`src/design/rcl_pkg.sv`:
```
// ----------------------------------------------------------------------------
// rcl_pkg
// Shared types, codes and helpers for the rotator command link: input
// opcodes, result kinds, queued command layout and digit/angle arithmetic.
// ----------------------------------------------------------------------------
package rcl_pkg;

   // reply frame length in bytes
   localparam int ReplyLength = 12;
   localparam int CountBits   = $clog2(ReplyLength);

   // command queue between front and back
   localparam int QueueDepth  = 2;
   localparam int QueuePtrBits = $clog2(QueueDepth);

   // frame bytes
   localparam logic [7:0] SyncByte  = 8'h57;
   localparam logic [7:0] DigitBase = 8'h30;
   localparam logic [7:0] SetTail   = 8'h2F;
   localparam logic [7:0] PollTail  = 8'h1F;
   localparam logic [7:0] EndByte   = 8'h20;
   localparam logic [7:0] ZeroByte  = 8'h00;

   // set frame byte positions
   localparam logic [3:0] PosSync    = 4'd0;
   localparam logic [3:0] PosAzFirst = 4'd1;
   localparam logic [3:0] PosAzLast  = 4'd4;
   localparam logic [3:0] PosAzRes   = 4'd5;
   localparam logic [3:0] PosElFirst = 4'd6;
   localparam logic [3:0] PosElLast  = 4'd9;
   localparam logic [3:0] PosElRes   = 4'd10;
   localparam logic [3:0] PosTail    = 4'd11;
   localparam logic [3:0] PosEnd     = 4'd12;

   localparam logic [3:0] ResReset = 4'd2;

   // angle offsets
   localparam logic signed [15:0] HalfDegOffset = 16'sd720;
   localparam logic signed [15:0] OffsetMax     = 16'sd9999;
   localparam logic [19:0]        TenthsOffset  = 20'd3600;

   typedef enum logic [1:0] {
      OP_SET    = 2'd0,
      OP_POLL   = 2'd1,
      OP_RXBYTE = 2'd2
   } opcode_type;

   typedef enum logic [1:0] {
      KIND_TX  = 2'd0,
      KIND_POS = 2'd1,
      KIND_ERR = 2'd2
   } kind_type;

   typedef enum logic [2:0] {
      CMD_SET        = 3'd0,
      CMD_POLL       = 3'd1,
      CMD_REPORT     = 3'd2,
      CMD_REPORT_SET = 3'd3,
      CMD_ERROR      = 3'd4
   } cmd_code_type;

   // one queued command
   typedef struct packed {
      cmd_code_type      code;
      logic [13:0]       az_off;
      logic [13:0]       el_off;
      logic signed [19:0] az_tenths;
      logic signed [19:0] el_tenths;
   } cmd_type;

   typedef struct packed {
      logic [3:0]  digit;
      logic [13:0] rest;
   } digit_type;

   // saturate half-degree angle plus offset to 0..9999
   function automatic logic [13:0] offset_sat(input logic signed [14:0] half);
      logic signed [15:0] h;
      logic [13:0]        r;
      h = {half[14], half} + HalfDegOffset;
      if (h < 16'sd0) begin
         r = '0;
      end else if (h > OffsetMax) begin
         r = OffsetMax[13:0];
      end else begin
         r = h[13:0];
      end
      return r;
   endfunction

   // peel off one decimal digit by reciprocal multiply
   // place 3: thousands, 2: hundreds, 1: tens, 0: units
   function automatic digit_type split_digit(input logic [13:0] value,
                                             input logic [1:0]  place);
      logic [27:0] prod;
      logic [3:0]  d;
      logic [13:0] sub;
      digit_type   r;
      case (place)
         2'd3: begin
            prod = {14'd0, value} * 28'd8389;
            d    = prod[26:23];
            sub  = 14'({10'd0, d} * 14'd1000);
         end
         2'd2: begin
            prod = {14'd0, value} * 28'd41;
            d    = prod[15:12];
            sub  = 14'({10'd0, d} * 14'd100);
         end
         2'd1: begin
            prod = {14'd0, value} * 28'd205;
            d    = prod[14:11];
            sub  = 14'({10'd0, d} * 14'd10);
         end
         default: begin
            prod = '0;
            d    = value[3:0];
            sub  = value;
         end
      endcase
      r.digit = d;
      r.rest  = value - sub;
      return r;
   endfunction

   // four unsigned bytes as decimal digits, minus offset, in tenths
   function automatic logic signed [19:0] decode_tenths(input logic [7:0] b0,
                                                        input logic [7:0] b1,
                                                        input logic [7:0] b2,
                                                        input logic [7:0] b3);
      logic [19:0] sum;
      sum = {12'd0, b0} * 20'd1000 + {12'd0, b1} * 20'd100
          + {12'd0, b2} * 20'd10 + {12'd0, b3} - TenthsOffset;
      return $signed(sum);
   endfunction

endpackage

```
`src/design/rcl_front.sv`:
```
// ----------------------------------------------------------------------------
// rcl_front
// Accepts request words, tracks link state (waiting flags, held set point,
// reply assembly) and issues one command per word that produces results.
// ----------------------------------------------------------------------------
module rcl_front (
   input  logic             clock,
   input  logic             reset,
   input  logic             req_tvalid,
   output logic             req_tready,
   input  logic [1:0]       req_tuser,   // opcode
   input  logic [39:0]      req_tdata,   // azimuth_half_deg, elevation_half_deg, rx_byte
   input  logic             queue_full,
   output logic             push,
   output rcl_pkg::cmd_type push_cmd
);

   logic [7:0]  frame_ff [rcl_pkg::ReplyLength];
   logic [rcl_pkg::CountBits-1:0] count_ff, count_in;
   logic        status_wait_ff, status_wait_in;
   logic        set_wait_ff, set_wait_in;
   logic        pending_ff, pending_in;
   logic [13:0] held_az_ff, held_az_in;
   logic [13:0] held_el_ff, held_el_in;

   logic                 accept;
   logic                 idle;
   rcl_pkg::opcode_type  op;
   logic [7:0]           rx_byte;

   assign req_tready = !queue_full;
   assign accept     = req_tvalid && req_tready;
   assign op         = rcl_pkg::opcode_type'(req_tuser);
   assign rx_byte    = req_tdata[37:30];
   assign idle       = !set_wait_ff && !status_wait_ff;

   // classify the word and update link state
   always_comb begin
      count_in       = count_ff;
      status_wait_in = status_wait_ff;
      set_wait_in    = set_wait_ff;
      pending_in     = pending_ff;
      held_az_in     = held_az_ff;
      held_el_in     = held_el_ff;
      push           = 1'b0;
      push_cmd.code      = rcl_pkg::CMD_POLL;
      push_cmd.az_off    = held_az_ff;
      push_cmd.el_off    = held_el_ff;
      push_cmd.az_tenths = rcl_pkg::decode_tenths(frame_ff[1], frame_ff[2],
                                                  frame_ff[3], frame_ff[4]);
      push_cmd.el_tenths = rcl_pkg::decode_tenths(frame_ff[6], frame_ff[7],
                                                  frame_ff[8], frame_ff[9]);
      if (accept) begin
         case (op)
            rcl_pkg::OP_SET: begin
               held_az_in = rcl_pkg::offset_sat(req_tdata[14:0]);
               held_el_in = rcl_pkg::offset_sat(req_tdata[29:15]);
               push_cmd.az_off = held_az_in;
               push_cmd.el_off = held_el_in;
               push_cmd.code   = rcl_pkg::CMD_SET;
               if (idle) begin
                  push        = 1'b1;
                  set_wait_in = 1'b1;
               end else begin
                  pending_in = 1'b1;
               end
            end
            rcl_pkg::OP_POLL: begin
               if (idle) begin
                  push           = 1'b1;
                  push_cmd.code  = rcl_pkg::CMD_POLL;
                  status_wait_in = 1'b1;
               end
            end
            rcl_pkg::OP_RXBYTE: begin
               if (count_ff == rcl_pkg::CountBits'(rcl_pkg::ReplyLength - 1)) begin
                  count_in = '0;
                  push     = 1'b1;
                  if (frame_ff[0] == rcl_pkg::SyncByte) begin
                     push_cmd.code  = rcl_pkg::CMD_REPORT;
                     status_wait_in = 1'b0;
                     set_wait_in    = 1'b0;
                     // re-send the held set point after a good reply
                     if (pending_ff) begin
                        push_cmd.code = rcl_pkg::CMD_REPORT_SET;
                        pending_in    = 1'b0;
                        set_wait_in   = 1'b1;
                     end
                  end else begin
                     push_cmd.code = rcl_pkg::CMD_ERROR;
                  end
               end else begin
                  count_in = count_ff + 1'b1;
               end
            end
            default: begin
            end
         endcase
      end
   end

   // control state
   always_ff @(posedge clock) begin
      if (reset) begin
         count_ff       <= '0;
         status_wait_ff <= 1'b0;
         set_wait_ff    <= 1'b0;
         pending_ff     <= 1'b0;
         held_az_ff     <= '0;
         held_el_ff     <= '0;
      end else begin
         count_ff       <= count_in;
         status_wait_ff <= status_wait_in;
         set_wait_ff    <= set_wait_in;
         pending_ff     <= pending_in;
         held_az_ff     <= held_az_in;
         held_el_ff     <= held_el_in;
      end
   end

   // store the received byte at the fill position
   always_ff @(posedge clock) begin
      if (accept && op == rcl_pkg::OP_RXBYTE) begin
         frame_ff[count_ff] <= rx_byte;
      end
   end

endmodule

```
`src/design/rcl_queue.sv`:
```
// ----------------------------------------------------------------------------
// rcl_queue
// Short command FIFO that decouples the front from the result sequencer.
// ----------------------------------------------------------------------------
module rcl_queue (
   input  logic             clock,
   input  logic             reset,
   input  logic             push,
   input  rcl_pkg::cmd_type push_cmd,
   output logic             full,
   input  logic             pop,
   output rcl_pkg::cmd_type head,
   output logic             head_valid
);

   rcl_pkg::cmd_type entry_ff [rcl_pkg::QueueDepth];
   logic [rcl_pkg::QueuePtrBits-1:0] wr_ptr_ff, wr_ptr_in;
   logic [rcl_pkg::QueuePtrBits-1:0] rd_ptr_ff, rd_ptr_in;
   logic [rcl_pkg::QueuePtrBits:0]   fill_ff, fill_in;

   assign full       = fill_ff == (rcl_pkg::QueuePtrBits + 1)'(rcl_pkg::QueueDepth);
   assign head_valid = fill_ff != '0;
   assign head       = entry_ff[rd_ptr_ff];

   // advance pointers and fill level
   always_comb begin
      wr_ptr_in = wr_ptr_ff;
      rd_ptr_in = rd_ptr_ff;
      fill_in   = fill_ff;
      if (push) begin
         wr_ptr_in = (wr_ptr_ff == rcl_pkg::QueuePtrBits'(rcl_pkg::QueueDepth - 1))
                   ? '0 : wr_ptr_ff + 1'b1;
      end
      if (pop) begin
         rd_ptr_in = (rd_ptr_ff == rcl_pkg::QueuePtrBits'(rcl_pkg::QueueDepth - 1))
                   ? '0 : rd_ptr_ff + 1'b1;
      end
      if (push && !pop) begin
         fill_in = fill_ff + 1'b1;
      end else if (pop && !push) begin
         fill_in = fill_ff - 1'b1;
      end
   end

   always_ff @(posedge clock) begin
      if (reset) begin
         wr_ptr_ff <= '0;
         rd_ptr_ff <= '0;
         fill_ff   <= '0;
      end else begin
         wr_ptr_ff <= wr_ptr_in;
         rd_ptr_ff <= rd_ptr_in;
         fill_ff   <= fill_in;
      end
   end

   // hold the command words
   always_ff @(posedge clock) begin
      if (push) begin
         entry_ff[wr_ptr_ff] <= push_cmd;
      end
   end

endmodule

```
`src/design/rcl_back.sv`:
```
// ----------------------------------------------------------------------------
// rcl_back
// Result sequencer: walks the head command into the output register, one
// result per cycle while the output is not stalled, spelling frame digits one at a time.
// ----------------------------------------------------------------------------
module rcl_back (
   input  logic             clock,
   input  logic             reset,
   input  rcl_pkg::cmd_type head,
   input  logic             head_valid,
   output logic             pop,
   input  logic [3:0]       resolution,
   output logic             rsp_tvalid,
   input  logic             rsp_tready,
   output logic [1:0]       rsp_tuser,   // kind
   output logic             rsp_tlast,   // last_of_run
   output logic [47:0]      rsp_tdata    // tx_byte, azimuth_tenths, elevation_tenths
);

   logic [3:0]  step_ff, step_in;
   logic [13:0] rem_ff, rem_in;
   logic        valid_ff, valid_in;
   logic [1:0]  kind_ff, kind_in;
   logic        last_ff, last_in;
   logic [47:0] data_ff, data_in;

   logic               advance;
   logic [3:0]         pos;
   logic [1:0]         place;
   logic [13:0]        src;
   rcl_pkg::digit_type split;
   logic [7:0]         frame_byte;
   logic               in_frame;
   logic               frame_end;

   assign advance = head_valid && (!valid_ff || rsp_tready);

   // frame position: a report with a set behind it is one step ahead
   assign pos = (head.code == rcl_pkg::CMD_REPORT_SET) ? step_ff - 4'd1 : step_ff;
   assign in_frame = (head.code == rcl_pkg::CMD_SET) || (head.code == rcl_pkg::CMD_POLL)
                  || (head.code == rcl_pkg::CMD_REPORT_SET && step_ff != 4'd0);
   assign frame_end = pos == rcl_pkg::PosEnd;

   // pick the digit source and its decimal place
   always_comb begin
      place = 2'd0;
      src   = rem_ff;
      case (pos) inside
         [rcl_pkg::PosAzFirst:rcl_pkg::PosAzLast]: begin
            place = 2'(rcl_pkg::PosAzLast - pos);
            if (pos == rcl_pkg::PosAzFirst) begin
               src = head.az_off;
            end
         end
         [rcl_pkg::PosElFirst:rcl_pkg::PosElLast]: begin
            place = 2'(rcl_pkg::PosElLast - pos);
            if (pos == rcl_pkg::PosElFirst) begin
               src = head.el_off;
            end
         end
         default: begin
         end
      endcase
      split = rcl_pkg::split_digit(src, place);
   end

   // frame byte for the current position
   always_comb begin
      frame_byte = rcl_pkg::ZeroByte;
      if (head.code == rcl_pkg::CMD_POLL) begin
         case (pos)
            rcl_pkg::PosSync: frame_byte = rcl_pkg::SyncByte;
            rcl_pkg::PosTail: frame_byte = rcl_pkg::PollTail;
            rcl_pkg::PosEnd:  frame_byte = rcl_pkg::EndByte;
            default:          frame_byte = rcl_pkg::ZeroByte;
         endcase
      end else begin
         case (pos) inside
            rcl_pkg::PosSync: frame_byte = rcl_pkg::SyncByte;
            [rcl_pkg::PosAzFirst:rcl_pkg::PosAzLast],
            [rcl_pkg::PosElFirst:rcl_pkg::PosElLast]:
               frame_byte = rcl_pkg::DigitBase | {4'd0, split.digit};
            rcl_pkg::PosAzRes, rcl_pkg::PosElRes: frame_byte = {4'd0, resolution};
            rcl_pkg::PosTail: frame_byte = rcl_pkg::SetTail;
            rcl_pkg::PosEnd:  frame_byte = rcl_pkg::EndByte;
            default:          frame_byte = rcl_pkg::ZeroByte;
         endcase
      end
   end

   // build the next result and advance the step
   always_comb begin
      step_in  = step_ff;
      rem_in   = rem_ff;
      valid_in = valid_ff && !rsp_tready;
      kind_in  = kind_ff;
      last_in  = last_ff;
      data_in  = data_ff;
      pop      = 1'b0;
      if (advance) begin
         valid_in = 1'b1;
         rem_in   = split.rest;
         if (in_frame) begin
            kind_in = rcl_pkg::KIND_TX;
            last_in = frame_end;
            data_in = {40'd0, frame_byte};
         end else if (head.code == rcl_pkg::CMD_ERROR) begin
            kind_in = rcl_pkg::KIND_ERR;
            last_in = 1'b1;
            data_in = '0;
         end else begin
            kind_in = rcl_pkg::KIND_POS;
            last_in = head.code == rcl_pkg::CMD_REPORT;
            data_in = {head.el_tenths, head.az_tenths, 8'd0};
         end
         if (last_in) begin
            step_in = '0;
            pop     = 1'b1;
         end else begin
            step_in = step_ff + 4'd1;
         end
      end
   end

   always_ff @(posedge clock) begin
      if (reset) begin
         step_ff  <= '0;
         valid_ff <= 1'b0;
      end else begin
         step_ff  <= step_in;
         valid_ff <= valid_in;
      end
   end

   // payload of the output register
   always_ff @(posedge clock) begin
      rem_ff  <= rem_in;
      kind_ff <= kind_in;
      last_ff <= last_in;
      data_ff <= data_in;
   end

   assign rsp_tvalid = valid_ff;
   assign rsp_tuser  = kind_ff;
   assign rsp_tlast  = last_ff;
   assign rsp_tdata  = data_ff;

endmodule

```
`src/design/rotator_command_link_top.sv`:
```
// A word is written into the command queue, then its first result into the
// single output register. Throughput: one result per cycle while rsp_tready
//   holds; a word yields 1, 13 or 14 results through the result sequencer's
//   output register; words with no result are absorbed at the front.
// Input is taken every cycle while the two-entry command queue has room.
// Reset is synchronous: flags, held set point, fill count cleared, resolution 2.
// ----------------------------------------------------------------------------
// rotator_command_link_top
// Rotator command link: frames set and poll commands for a serial rotator
// controller and decodes its twelve-byte replies.
// ----------------------------------------------------------------------------
module rotator_command_link_top (
   input  logic        clock,
   input  logic        reset,
   input  logic        req_tvalid,
   output logic        req_tready,
   input  logic [1:0]  req_tuser,   // opcode
   input  logic [39:0] req_tdata,   // azimuth_half_deg[14:0], elevation_half_deg[29:15],
                                    // rx_byte[37:30], zero fill
   output logic        rsp_tvalid,
   input  logic        rsp_tready,
   output logic [1:0]  rsp_tuser,   // kind
   output logic        rsp_tlast,   // last_of_run
   output logic [47:0] rsp_tdata,   // tx_byte[7:0], azimuth_tenths[27:8],
                                    // elevation_tenths[47:28]
   input  logic        csr_valid,
   output logic        csr_ready,
   input  logic [3:0]  csr_data     // pulse_resolution
);

   logic [3:0]       resolution_ff;
   logic             push;
   logic             queue_full;
   logic             pop;
   logic             head_valid;
   rcl_pkg::cmd_type push_cmd;
   rcl_pkg::cmd_type head;

   // resolution register
   assign csr_ready = 1'b1;
   always_ff @(posedge clock) begin
      if (reset) begin
         resolution_ff <= rcl_pkg::ResReset;
      end else if (csr_valid && csr_ready) begin
         resolution_ff <= csr_data;
      end
   end

   rcl_front u_front (
      .clock      (clock),
      .reset      (reset),
      .req_tvalid (req_tvalid),
      .req_tready (req_tready),
      .req_tuser  (req_tuser),
      .req_tdata  (req_tdata),
      .queue_full (queue_full),
      .push       (push),
      .push_cmd   (push_cmd)
   );

   rcl_queue u_queue (
      .clock      (clock),
      .reset      (reset),
      .push       (push),
      .push_cmd   (push_cmd),
      .full       (queue_full),
      .pop        (pop),
      .head       (head),
      .head_valid (head_valid)
   );

   rcl_back u_back (
      .clock      (clock),
      .reset      (reset),
      .head       (head),
      .head_valid (head_valid),
      .pop        (pop),
      .resolution (resolution_ff),
      .rsp_tvalid (rsp_tvalid),
      .rsp_tready (rsp_tready),
      .rsp_tuser  (rsp_tuser),
      .rsp_tlast  (rsp_tlast),
      .rsp_tdata  (rsp_tdata)
   );

endmodule

```
`config.mk`:
```
export PLATFORM = sky130hd
export DESIGN_NAME = rotator_command_link_top
export DESIGN_NICKNAME = d
export VERILOG_FILES = /design/src/design/rcl_pkg.sv /design/src/design/rcl_front.sv /design/src/design/rcl_queue.sv /design/src/design/rcl_back.sv /design/src/design/rotator_command_link_top.sv
export SDC_FILE = /design/constraint.sdc
export NUM_CORES = 1
export LEC_CHECK = 0
export BUFFER_PORTS_ARGS = -buffer_cell sky130_fd_sc_hd__buf_2
export CAP_MARGIN = 20
export CORE_AREA = 3 3 330 332
export DETAILED_ROUTE_END_ITERATION = 7
export DIE_AREA = 0 0 333 335
export GPL_TIMING_DRIVEN = 0
export PLACE_DENSITY = 0.41
export SLEW_MARGIN = 20
export SYNTH_ARGS = -nofsm -noshare
export SYNTH_HDL_FRONTEND = slang
export SYNTH_SLANG_ARGS = --single-unit
```
`constraint.sdc`:
```
create_clock -name clock -period 15.1 [get_ports clock]
set_input_delay 0.755 -clock clock [delete_from_list [all_inputs] [get_ports clock]]
set_output_delay 0.755 -clock clock [all_outputs]
set_load 0.05 [all_outputs]
```
# After elaboration in Yosys (flattened, before gate mapping)
# Memory sizes are Yosys's and may differ from the RTL's. A register that Yosys moved wholly into a read port is not among the register bits.
# Index checks and enable logic that the tools add are counted.
[totals]
ff_bits = 113
ram_bits = 238
out_inout_bits = 54
elab_cells = 179
n_memories = 2
[op_classes]
addsub = 20
multipliers = 12
n_lt_le_gt_ge = 8
n_eq_ne = 23
muxes = 60
n_reduce_logical = 37
[mem_list]
columns = ["memory", "words", "width", "rd", "rd_clocked_by_memory_dff", "write_ports", "line", "source"]
rows = [
  ["u_queue.entry_ff", 2, 71, 1, 1, 1, "rcl_queue.sv:16", "rcl_pkg::cmd_type entry_ff [rcl_pkg::QueueDepth];"],
  ["u_front.frame_ff", 12, 8, 9, 0, 1, "rcl_front.sv:18", "logic [7:0] frame_ff [rcl_pkg::ReplyLength];"],
]
[ops]
columns = ["operator", "count"]
rows = [
  ["14-bit 2-to-1 mux", 8],
  ["8-bit 2-to-1 mux", 6],
  ["14-bit one-hot mux with 3 select lines", 1],
  ["20-bit by 12-bit adder with 20-bit output", 2],
  ["20-bit by 8-bit adder with 20-bit output", 2],
  ["20-bit by 12-bit subtractor with 20-bit output (second input constant)", 2],
  ["18-bit by 15-bit adder with 19-bit output", 2],
  ["15-bit by 11-bit adder with 16-bit output (second input constant)", 2],
  ["16-bit by 15-bit greater-than comparator with 1-bit output (second input constant)", 2],
  ["16-bit by 1-bit < comparator with 1-bit output (second input constant)", 2],
  ["31-bit 2-to-1 mux", 1],
  ["8-bit by 7-bit multiplier with 15-bit output (second input constant)", 2],
  ["28-bit 2-to-1 mux", 1],
  ["14-bit by 14-bit multiplier with 27-bit output (second input constant)", 1],
  ["8-bit by 5-bit multiplier with 13-bit output (second input constant)", 2],
  ["1-bit 2-to-1 mux", 25],
  ["8-bit by 3-bit multiplier with 11-bit output (second input constant)", 2],
  ["7-bit one-hot mux with 3 select lines", 1],
  ["4-bit == test (second input constant)", 4],
  ["14-bit by 6-bit multiplier with 16-bit output (second input constant)", 1],
  ["14-bit by 8-bit multiplier with 15-bit output (second input constant)", 1],
  ["5-bit AND reduction", 3],
  ["14-bit subtractor", 1],
  ["4-bit 2-to-1 mux", 3],
  ["other kinds (39)", 83],
]

# Depth between registers and ports, before layout
# Gate-level depths: netlist of run 1.
[logic_depth]
depth_word = 12
depth_mapped = 49
depth_no_buf = 48

# Cells and area by module
# Synthesis of run 1 repeated with hierarchy kept, for this count alone.
[hier_totals]
cells_unflattened = 2413
area_unflattened_um2 = 26696.9
[by_module_without_submodules]
columns = ["module", "n_inst", "cells_per_inst", "area_per_inst_um2", "seq_area_each_um2"]
rows = [
  ["rcl_front", 1, 1205, 11992.8, 2862.7],
  ["rcl_back", 1, 950, 9191.3, 2021.9],
  ["rcl_queue", 1, 243, 5357.6, 4364.2],
  ["rotator_command_link_top", 1, 15, 155.1, 80.1],
]

# Least setup slack after synthesis of run 1
# Ideal clock, no wire load.
[synth_timing]
path_type = "reg-to-reg"
startpoint = "memory u_queue.entry_ff[0][70] (netlist name)"
endpoint = "register u_back.rem_ff[13] (data pin)"
setup_ps = 266
arrival_time_ps = 10364
required_time_ps = 14834
slack_ps = 4470
stages_incl_launch_ff = 43
period_less_slack_ps = 10630
path_cell_list = "edfxtp_1 -> and4bb_4 -> nor2_1 -> xnor2_1 -> inv_1 -> ha_1 -> nor3b_1 -> a32oi_2 -> o211ai_4 -> clkbuf_1 -> a221oi_1 -> xor2_1 -> inv_1 -> ha_1 -> ha_1 -> fa_1 -> fa_1 -> ha_1 -> [7 not listed] -> nand2_1 -> xnor2_1 -> fa_1 -> fa_1 -> inv_1 -> ha_1 -> nor2b_1 -> o21ai_0 -> nand2b_1 -> xor2_1 -> nor2_1 -> a211oi_1 -> a21oi_1 -> ha_1 -> nand2_1 -> o21ai_0 -> a31oi_1 -> xnor2_1"
[synth_lines]
columns = ["element", "line", "source"]
rows = [
  ["from (decl)", "rcl_queue.sv:16", ""],
  ["to (signal assigned)", "rcl_back.sv:137", "rem_ff <= rem_in;"],
  ["to (decl)", "rcl_back.sv:21", "logic [13:0] rem_ff, rem_in;"],
]

==> flow_summary.ini, run 1 <==
[logic_synthesis]
ys_async_sr_fraction_pct = 0
synth.area.top_cells = edfxtp_1, ha_1, fa_1, inv_1, xnor2_1
synth_cell_type_count = 90
post_synth_inst_count = 2431
synth_top_area_cell = edfxtp_1
synth_top_area_share_pct = 31.49
synth_ff_type = edfxtp_1
syn_area_mm2 = 0.02651
post_synth.cell_area_avg_um2 = 10.90
synth_edf_count = 278
synth_seq_cells = 327
yosysWarningCount = 0
ys_seq_area_share_pct = 35.19

[floorplan]
io-pin-count = 105
coreArea_mm2 = 0.1066
chipWidth_um = 333
initial_core_util_pct = 24.87
rows = 120
die_y_um = 335
dieArea_mm2 = 0.1116

[placement]
port_buffers = 97
hpwl_um = 50840
gp_congestion = 0.7819

[sta]
hold_violations = 0
rsz0062_at_grt = no
post-route-period-util_pct = 83.54
max_slew_margin_pct = 29.31
setup_violations = 0
slew_viol_final = 0
tightest_slew_ps = 1060
skew_ps = 26.09
fin_crit_ps = 12610
setup_tns_ps = 0
clock.fmax_ghz = 0.07927

[detailed_routing]
wl_per_cell_um = 15.61
ant_nets = 0
vias = 17620
drt-pass1-iter-count = 5
drc = 0
avgViaCountPerCell = 4.386
drtIter0Drc = 651
drt_wl_total_um = 62730

[critical_path]
critPathLaunch = u_queue.entry_ff[0][70]$_DFFE_PP_
cp_data_required_time_ps = 15390
end_kind = flop
cp_slowest_cell = clkbuf_1
reg2reg_from = u_queue.entry_ff[0][70]$_DFFE_PP_
critPathMaxFanout = 10
crit_path_max_incr_delay_ps = 570
cp-start-kind = flop
crit_top_cell = ha_1
crit_type = flop to flop
arrival_ps = 12910

[clock_tree]
cts_setup_buffers = 0
clockBufferDepth = 3
cts_sinks = 327
ctsResizeCount = 0
clk_latency_ps = 570
cts_tree = done
path_clk_slew_ps = 60
cts_hold_buffers = 0
cts_made_buffers = 37
cts_max_level = 2
cts_root_buffer = clkbuf_16

[layout]
final_cell_mix = ha_1, inv_1, edfxtp_1, nor2_1
nets = 3214
drive_above_1_share_pct = 9.220
area.growth.synth_to_final_pct = 13.88
layout.cells.most_common = ha_1
fillers = 11180

[outcome]
outcome = complete, no violations

[grt]
grt_pass1_vias = 18410
grt_first_pass_wirelength_um = 99790
gr-usage-all-layers_pct = 11.22
overflow = 0
grt_max_degree = 49
antenna_found_initial = 1

[worst_hold_path]
min_path_type = primary input to flop
hp-start = csr_data[1]

[job]
cap_violations = 0
-- per-stage QoR --
step | instances | hold slack [ps] | utilization, % | cell area [µm²] | worst slack (ps)
6_report | 4018 | 423.3 | 28.32 | 30190 | 2486
4_1_cts | 4017 | 389.7 | 28.31 | 30180 | 2336
2_1_floorplan | 2432 | 421.5 | - | 26510 | 4470
3_5_place_dp | 3949 | 441.7 | 27.20 | 29000 | 2385
3_3_place_gp | 3932 | 426.0 | 26.97 | 28750 | 1733
5_1_grt | 4017 | 407.1 | 28.31 | 30180 | 1412
-- sequential cells by signal (all words and copies together) (netlist names), 14 cells and up, named ones only --
register and cells:
u_front.held_az_ff 14, u_front.frame_ff 72, u_front.held_el_ff 14, u_queue.entry_ff 142, u_back.rsp_tdata 47, u_back.rem_ff 14
-- synth_stat cells (30+ instances only) --
cell type	count
mux2i_1	75
inv_1	350
nand2_1	97
ha_1	450
a21o_1	43
xnor2_1	129
edfxtp_1	278
a21oi_1	116
fa_1	128
nor2b_1	48
nor2_1	162
o21ai_0	66
xor2_1	38
dfxtp_1	49
o21bai_1	30
-- kinds of logic after synthesis --
kind of cell | synth area share (%)
AO/OA/AOI/OAI | 10.58
XOR/XNOR | 5.806
adder cells (fa/ha/maj) | 30.91
buffers and inverters | 5.712
flip-flops | 35.19
multiplexers | 3.300
other | 0.02833
AND/OR/NAND/NOR | 8.468
-- worst max-delay path, delay by kind of cell, from the launching register on --
kind | cells | cell delay [ps]
xor gates and xnor gates | 4 | 1070
buffers and inverters | 6 | 1200
DFF | 1 | 410
and+or+nand+nor | 10 | 1690
AOI/OAI and AO/OA | 13 | 3110
adders and majority gates | 12 | 4830
-- area by class of cell --
| type | count | area (µm²) | share of cell area [%] |
|---|---|---|---|
| Antenna cell | 1 | 2.502 | 0.008290 |
| Buffer | 44 | 191.4 | 0.6342 |
| Clock buffer | 46 | 989.7 | 3.279 |
| Clock inverter | 22 | 190.2 | 0.6300 |
| Inverter | 352 | 1325 | 4.389 |
| Multi-Input combinational cell | 1709 | 15740 | 52.15 |
| Sequential cell | 327 | 9329 | 30.90 |
| Tap cell | 1403 | 1755 | 5.815 |
| Timing Repair Buffer | 114 | 660.6 | 2.189 |
-- final timing paths --
kind | endpoint | slack (ps) | depth (start not counted)
max reg2reg | u_back.rem_ff[13]$_DFFE_PP_ | 2490 | 45
max | u_back.rem_ff[13]$_DFFE_PP_ | 2490 | 45
min | resolution_ff[1]$_SDFFE_PP1P_ | 420 | 2
min reg2reg | u_queue.entry_ff[0][20]$_DFFE_PP_ | 450 | 0
-- metal layers --
metal	global-route usage (%)	up-vias	part of all wire [%]
li1	-	8815	-
met1	14.22	8518	46
met2	20.27	217	50
met3	1.242	73	2.5
met4	2.841	0	2.1
met5	0	-	0
Power of run 1 is left out: the tool's default activity adds up to more than one toggle a clock period on the data nets, which glitch-free logic cannot reach.
==> run 2, diff against run 1 <==
--- a/config.mk
+++ b/config.mk
@@ -5,11 +5,12 @@
 export SDC_FILE = /design/constraint.sdc
 export NUM_CORES = 1
 export LEC_CHECK = 0
+export ABC_AREA = 1
 export BUFFER_PORTS_ARGS = -buffer_cell sky130_fd_sc_hd__buf_2
 export CAP_MARGIN = 20
-export CORE_AREA = 3 3 330 332
+export CORE_AREA = 3 3 333 335
 export DETAILED_ROUTE_END_ITERATION = 7
-export DIE_AREA = 0 0 333 335
+export DIE_AREA = 0 0 336 338
 export GPL_TIMING_DRIVEN = 0
 export PLACE_DENSITY = 0.41
 export SLEW_MARGIN = 20
==> constraint.sdc (replaced) <==
create_clock -name clock -period 12.4 [get_ports clock]
set_input_delay 0.62 -clock clock [delete_from_list [all_inputs] [get_ports clock]]
set_output_delay 0.62 -clock clock [all_outputs]
set_load 0.05 [all_outputs]
==> run 2 against run 1 <==
  * Design area up 2.0%
  * Wire length up 11%
  * Critical path depth down 1
  * Non-clock buffer count down 11
  * Largest cell class unchanged
  * Highest routed layer is now met5
==> flow_summary.ini, run 2 <==
[detailed_routing]
drc = 0
wl_per_cell_um = 15.57
vias = 18750
drt-pass1-iter-count = 4
ant_nets = 0
avgViaCountPerCell = 4.212
drt_wl_total_um = 69320
drtIter0Drc = 759

[sta]
rsz0062_at_grt = no
slew_viol_final = 0
fin_ws_ps = 1116
skew_ps = 20.82
hold_violations = 0
clock.fmax_ghz = 0.08862
max_slew_margin_pct = 28.19
fin_crit_ps = 11280
tightest_slew_ps = 1073
setup_violations = 0
post-route-period-util_pct = 91.00
setup_tns_ps = 0

[floorplan]
dieArea_mm2 = 0.1136
die_y_um = 338
initial_core_util_pct = 24.90
coreArea_mm2 = 0.1084
rows = 121
chipWidth_um = 336
io-pin-count = 105

[grt]
grt_pass1_vias = 19240
antenna_found_initial = 6
gr-usage-all-layers_pct = 12.35
overflow = 0
grt_max_degree = 37
grt_first_pass_wirelength_um = 108200

[critical_path]
cp-start-kind = flop
crit_type = flop to flop
end_kind = flop
critPathLaunch = u_back.step_ff[0]$_SDFFE_PP0P_
crit_path_max_incr_delay_ps = 770
reg2reg_from = u_back.step_ff[0]$_SDFFE_PP0P_
crit_top_cell = ha_1
critPathMaxFanout = 10
cp_slowest_cell = xor2_1
arrival_ps = 11640
cp_data_required_time_ps = 12760
ff2ff_path_depth = 44

[layout]
utilization_pct = 28.39
final_cell_mix = inv_1, ha_1, nand2_1, edfxtp_1, a21oi_1
largest-register = u_queue.entry_ff
fillers = 11640
seq_area_mm2 = 0.009329
area.growth.synth_to_final_pct = 14.01
drive_above_1_share_pct = 8.797
layout.cells.most_common = inv_1
largest_reg_flops = 142
nets = 3636
multi_input_area_mm2 = 0.01550
stdcell_count = 4452

[outcome]
outcome = complete, no violations

[worst_hold_path]
min_path_type = primary input to flop
hold_depth = 3
hp-start = csr_data[1]

[logic_synthesis]
post_synth_inst_count = 2857
synth_ff_type = edfxtp_1
synth_top_area_cell = edfxtp_1
ys_seq_area_share_pct = 34.56
post_synth.cell_area_avg_um2 = 9.449
synth_edf_count = 278
synth.most_common_cell = inv_1
synth_top_area_share_pct = 30.92
syn_area_mm2 = 0.02700
synth_cell_type_count = 62
synth_seq_cells = 327
synthTopCellsByCount = inv_1, ha_1, nand2_1, edfxtp_1, a21oi_1
yosysWarningCount = 0
ys_async_sr_fraction_pct = 0
synth.area.top_cells = edfxtp_1, ha_1, fa_1, inv_1, nand2_1

[job]
cap_violations = 0

[clock_tree]
clk_latency_ps = 570
cts_tree = done
path_clk_slew_ps = 70
cts_setup_buffers = 0
clockBufferDepth = 3
cts_max_level = 2
cts_root_buffer = clkbuf_16
cts_sinks = 327
cts_made_buffers = 37
ctsResizeCount = 0
cts_hold_buffers = 0

[placement]
hpwl_um = 56210
gp_congestion = 0.8280
port_buffers = 99
placedCellCount = 4382
pre_cts_slack_ps = 956.6
run 2: kinds of logic after synthesis:
family / share of synthesized area (%)
multiplexers: 0.2966
other: 0.02782
AND/OR/NAND/NOR: 12.59
AO/OA/AOI/OAI: 8.954
buffers and inverters: 8.208
flip-flops: 34.56
adder cells (fa/ha/maj): 30.35
XOR/XNOR: 5.019
run 2: routing by layer:
layer | vias up | wire, µm | GRT usage (%)
met5 | - | 27 | 0
li1 | 9740 | - | -
met3 | 74 | 2156 | 1.698
met4 | 4 | 1695 | 3.396
met1 | 8763 | 30660 | 15.16
met2 | 171 | 34790 | 22.54
run 2: final timing paths:
kind,end,slack [ps]
worst max-delay path,u_back.rem_ff[12]$_DFFE_PP_,1120
worst min-delay path,resolution_ff[1]$_SDFFE_PP1P_,280
worst max register to register,u_back.rem_ff[12]$_DFFE_PP_,1120
worst min register to register,u_queue.entry_ff[1][20]$_DFFE_PP_,460
run 2: layout make-up:
class / count / area share (%)
flip-flops and latches: 327 / 30.31
diodes: 3 / 0.02439
inverters: 533 / 6.545
clock buffers: 50 / 3.362
repair buffers: 110 / 2.325
clock inverters: 17 / 0.6423
plain buffers: 37 / 0.6627
multi-input cells: 1961 / 50.38
well taps: 1414 / 5.748
run 2: metrics by stage:
| stage | hold slack [ps] | area [µm²] |
|---|---|---|
| 3_5_place_dp | 442.0 | 29520 |
| 3_3_place_gp | 434.3 | 29260 |
| 6_report | 284.7 | 30780 |
| 5_1_grt | 300.0 | 30770 |
| 2_1_floorplan | 421.5 | 27000 |
| 4_1_cts | 233.4 | 30750 |
run 2: worst max-delay path, delay by kind of cell (launching register included):
family	cells	cell delay [ps]
XOR/XNOR	2	980
flip-flops	1	450
adder cells (fa/ha/maj)	13	4700
AO/OA/AOI/OAI	10	1720
buffers and inverters	8	1340
AND/OR/NAND/NOR	11	1890
Power of run 2 is left out for the same reason.
==> run 3, diff against run 2 <==
--- a/config.mk
+++ b/config.mk
@@ -12,7 +12,8 @@
 export DETAILED_ROUTE_END_ITERATION = 7
 export DIE_AREA = 0 0 336 338
 export GPL_TIMING_DRIVEN = 0
-export PLACE_DENSITY = 0.41
+export MAX_ROUTING_LAYER = met4
+export PLACE_DENSITY_LB_ADDON = 0.12
 export SLEW_MARGIN = 20
 export SYNTH_ARGS = -nofsm -noshare
 export SYNTH_HDL_FRONTEND = slang
==> run 3 against run 2 <==
  * Register-to-register slack better by 380 ps
  * Non-clock buffer count down 3
  * Sequential share of layout area unchanged
  * Maximum frequency is 3.4% higher
  * Global-route usage is 0.46 points higher
  * Critical endpoint is now u_back.rem_ff[13]$_DFFE_PP_
  * Largest cell class unchanged
==> flow_summary.ini, run 3 (synthesis gave the netlist of run 2 again) <==
[outcome]
outcome = complete, no violations

[layout]
fillers = 11550
largest_reg_flops = 142
layout.cells.most_common = inv_1
multi_input_area_mm2 = 0.01551
largest-register = u_queue.entry_ff
final_cell_mix = inv_1, ha_1, nand2_1, edfxtp_1, a21oi_1
area.growth.synth_to_final_pct = 14.01
drive_above_1_share_pct = 8.767
nets = 3635
stdcell_count = 4451
seq_area_mm2 = 0.009329

[sta]
tightest_slew_ps = 1127
rsz0062_at_grt = no
fin_crit_ps = 10910
setup_violations = 0
skew_ps = 22.92
slew_viol_final = 0
setup_tns_ps = 0
hold_violations = 0
clock.fmax_ghz = 0.09167
fin_ws_ps = 1491
max_slew_margin_pct = 23.83
post-route-period-util_pct = 87.98

[critical_path]
crit_type = flop to flop
cp_data_required_time_ps = 12690
crit_top_cell = ha_1
cp_slowest_cell = fa_1
crit_path_max_incr_delay_ps = 560
critPathMaxFanout = 10
cp-start-kind = flop
arrival_ps = 11200
end_kind = flop

[floorplan]
coreArea_mm2 = 0.1084
io-pin-count = 105
die_y_um = 338
rows = 121
chipWidth_um = 336
dieArea_mm2 = 0.1136
initial_core_util_pct = 24.90

[grt]
antenna_found_initial = 1
grt_max_degree = 45
gr-usage-all-layers_pct = 12.81
overflow = 0
grt_pass1_vias = 19270
grt_first_pass_wirelength_um = 109200

[clock_tree]
cts_max_level = 2
cts_setup_buffers = 0
cts_tree = done
clk_latency_ps = 570
cts_sinks = 327
ctsResizeCount = 0
cts_hold_buffers = 0
clockBufferDepth = 3
cts_root_buffer = clkbuf_16
path_clk_slew_ps = 60
cts_made_buffers = 39

[detailed_routing]
drtIter0Drc = 660
drt-pass1-iter-count = 5
drt_wl_total_um = 69800
ant_nets = 0
avgViaCountPerCell = 4.173
vias = 18570
wl_per_cell_um = 15.68
drc = 0

[worst_hold_path]
min_path_type = primary input to flop

[job]
cap_violations = 0

[placement]
pre_cts_slack_ps = 1284
placedCellCount = 4379
hpwl_um = 56590
port_buffers = 99
gp_congestion = 0.8132
-- run 3: area by class of cell --
class | instances | area share [%]
antenna | 3 | 0.02439
sequential | 327 | 30.31
timing repair buffer | 107 | 2.138
tap | 1414 | 5.748
clock inverter | 19 | 0.7968
buffer | 37 | 0.6627
clock buffer | 50 | 3.370
multi-input combinational | 1961 | 50.40
inverter | 533 | 6.545
-- run 3: per-layer routing --
| layer | vias to the layer above | global-route usage (%) | routed length (µm) |
|---|---|---|---|
| li1 | 9735 | - | - |
| met1 | 8656 | 15.25 | 31220 |
| met2 | 121 | 23.50 | 36240 |
| met3 | 61 | 1.315 | 1338 |
| met4 | 0 | 2.442 | 1007 |
| met5 | - | - | 0 |
-- run 3: final timing paths --
check / from / to / slack [ps] / cells past startpoint
worst min register to register: u_front.frame_ff[4][0]$_DFFE_PP_ / u_queue.entry_ff[0][20]$_DFFE_PP_ / 440 / 0
worst max register to register: u_back.step_ff[0]$_SDFFE_PP0P_ / u_back.rem_ff[13]$_DFFE_PP_ / 1490 / 47
worst max-delay path: u_back.step_ff[0]$_SDFFE_PP0P_ / u_back.rem_ff[13]$_DFFE_PP_ / 1490 / 47
worst min-delay path: csr_data[1] / resolution_ff[1]$_SDFFE_PP1P_ / 280 / 3
-- run 3: critical path, delay by kind of cell (launching register included) --
| family | cells | cell delay, ps |
|---|---|---|
| AOI/OAI and AO/OA | 8 | 1310 |
| and+or+nand+nor | 17 | 2180 |
| DFF | 1 | 420 |
| buffers and inverters | 8 | 1400 |
| xor gates and xnor gates | 1 | 270 |
| adders and majority gates | 13 | 5050 |
-- run 3: per-stage QoR --
step | hold WS, ps | util, % | cell area [µm²]
2_1_floorplan | 421.5 | - | 27000
3_3_place_gp | 435.9 | 27.00 | 29260
3_5_place_dp | 429.6 | 27.19 | 29480
4_1_cts | 236.6 | 28.38 | 30760
5_1_grt | 259.8 | 28.39 | 30770
6_report | 283.2 | 28.39 | 30780
Power of run 3 is left out for the same reason.
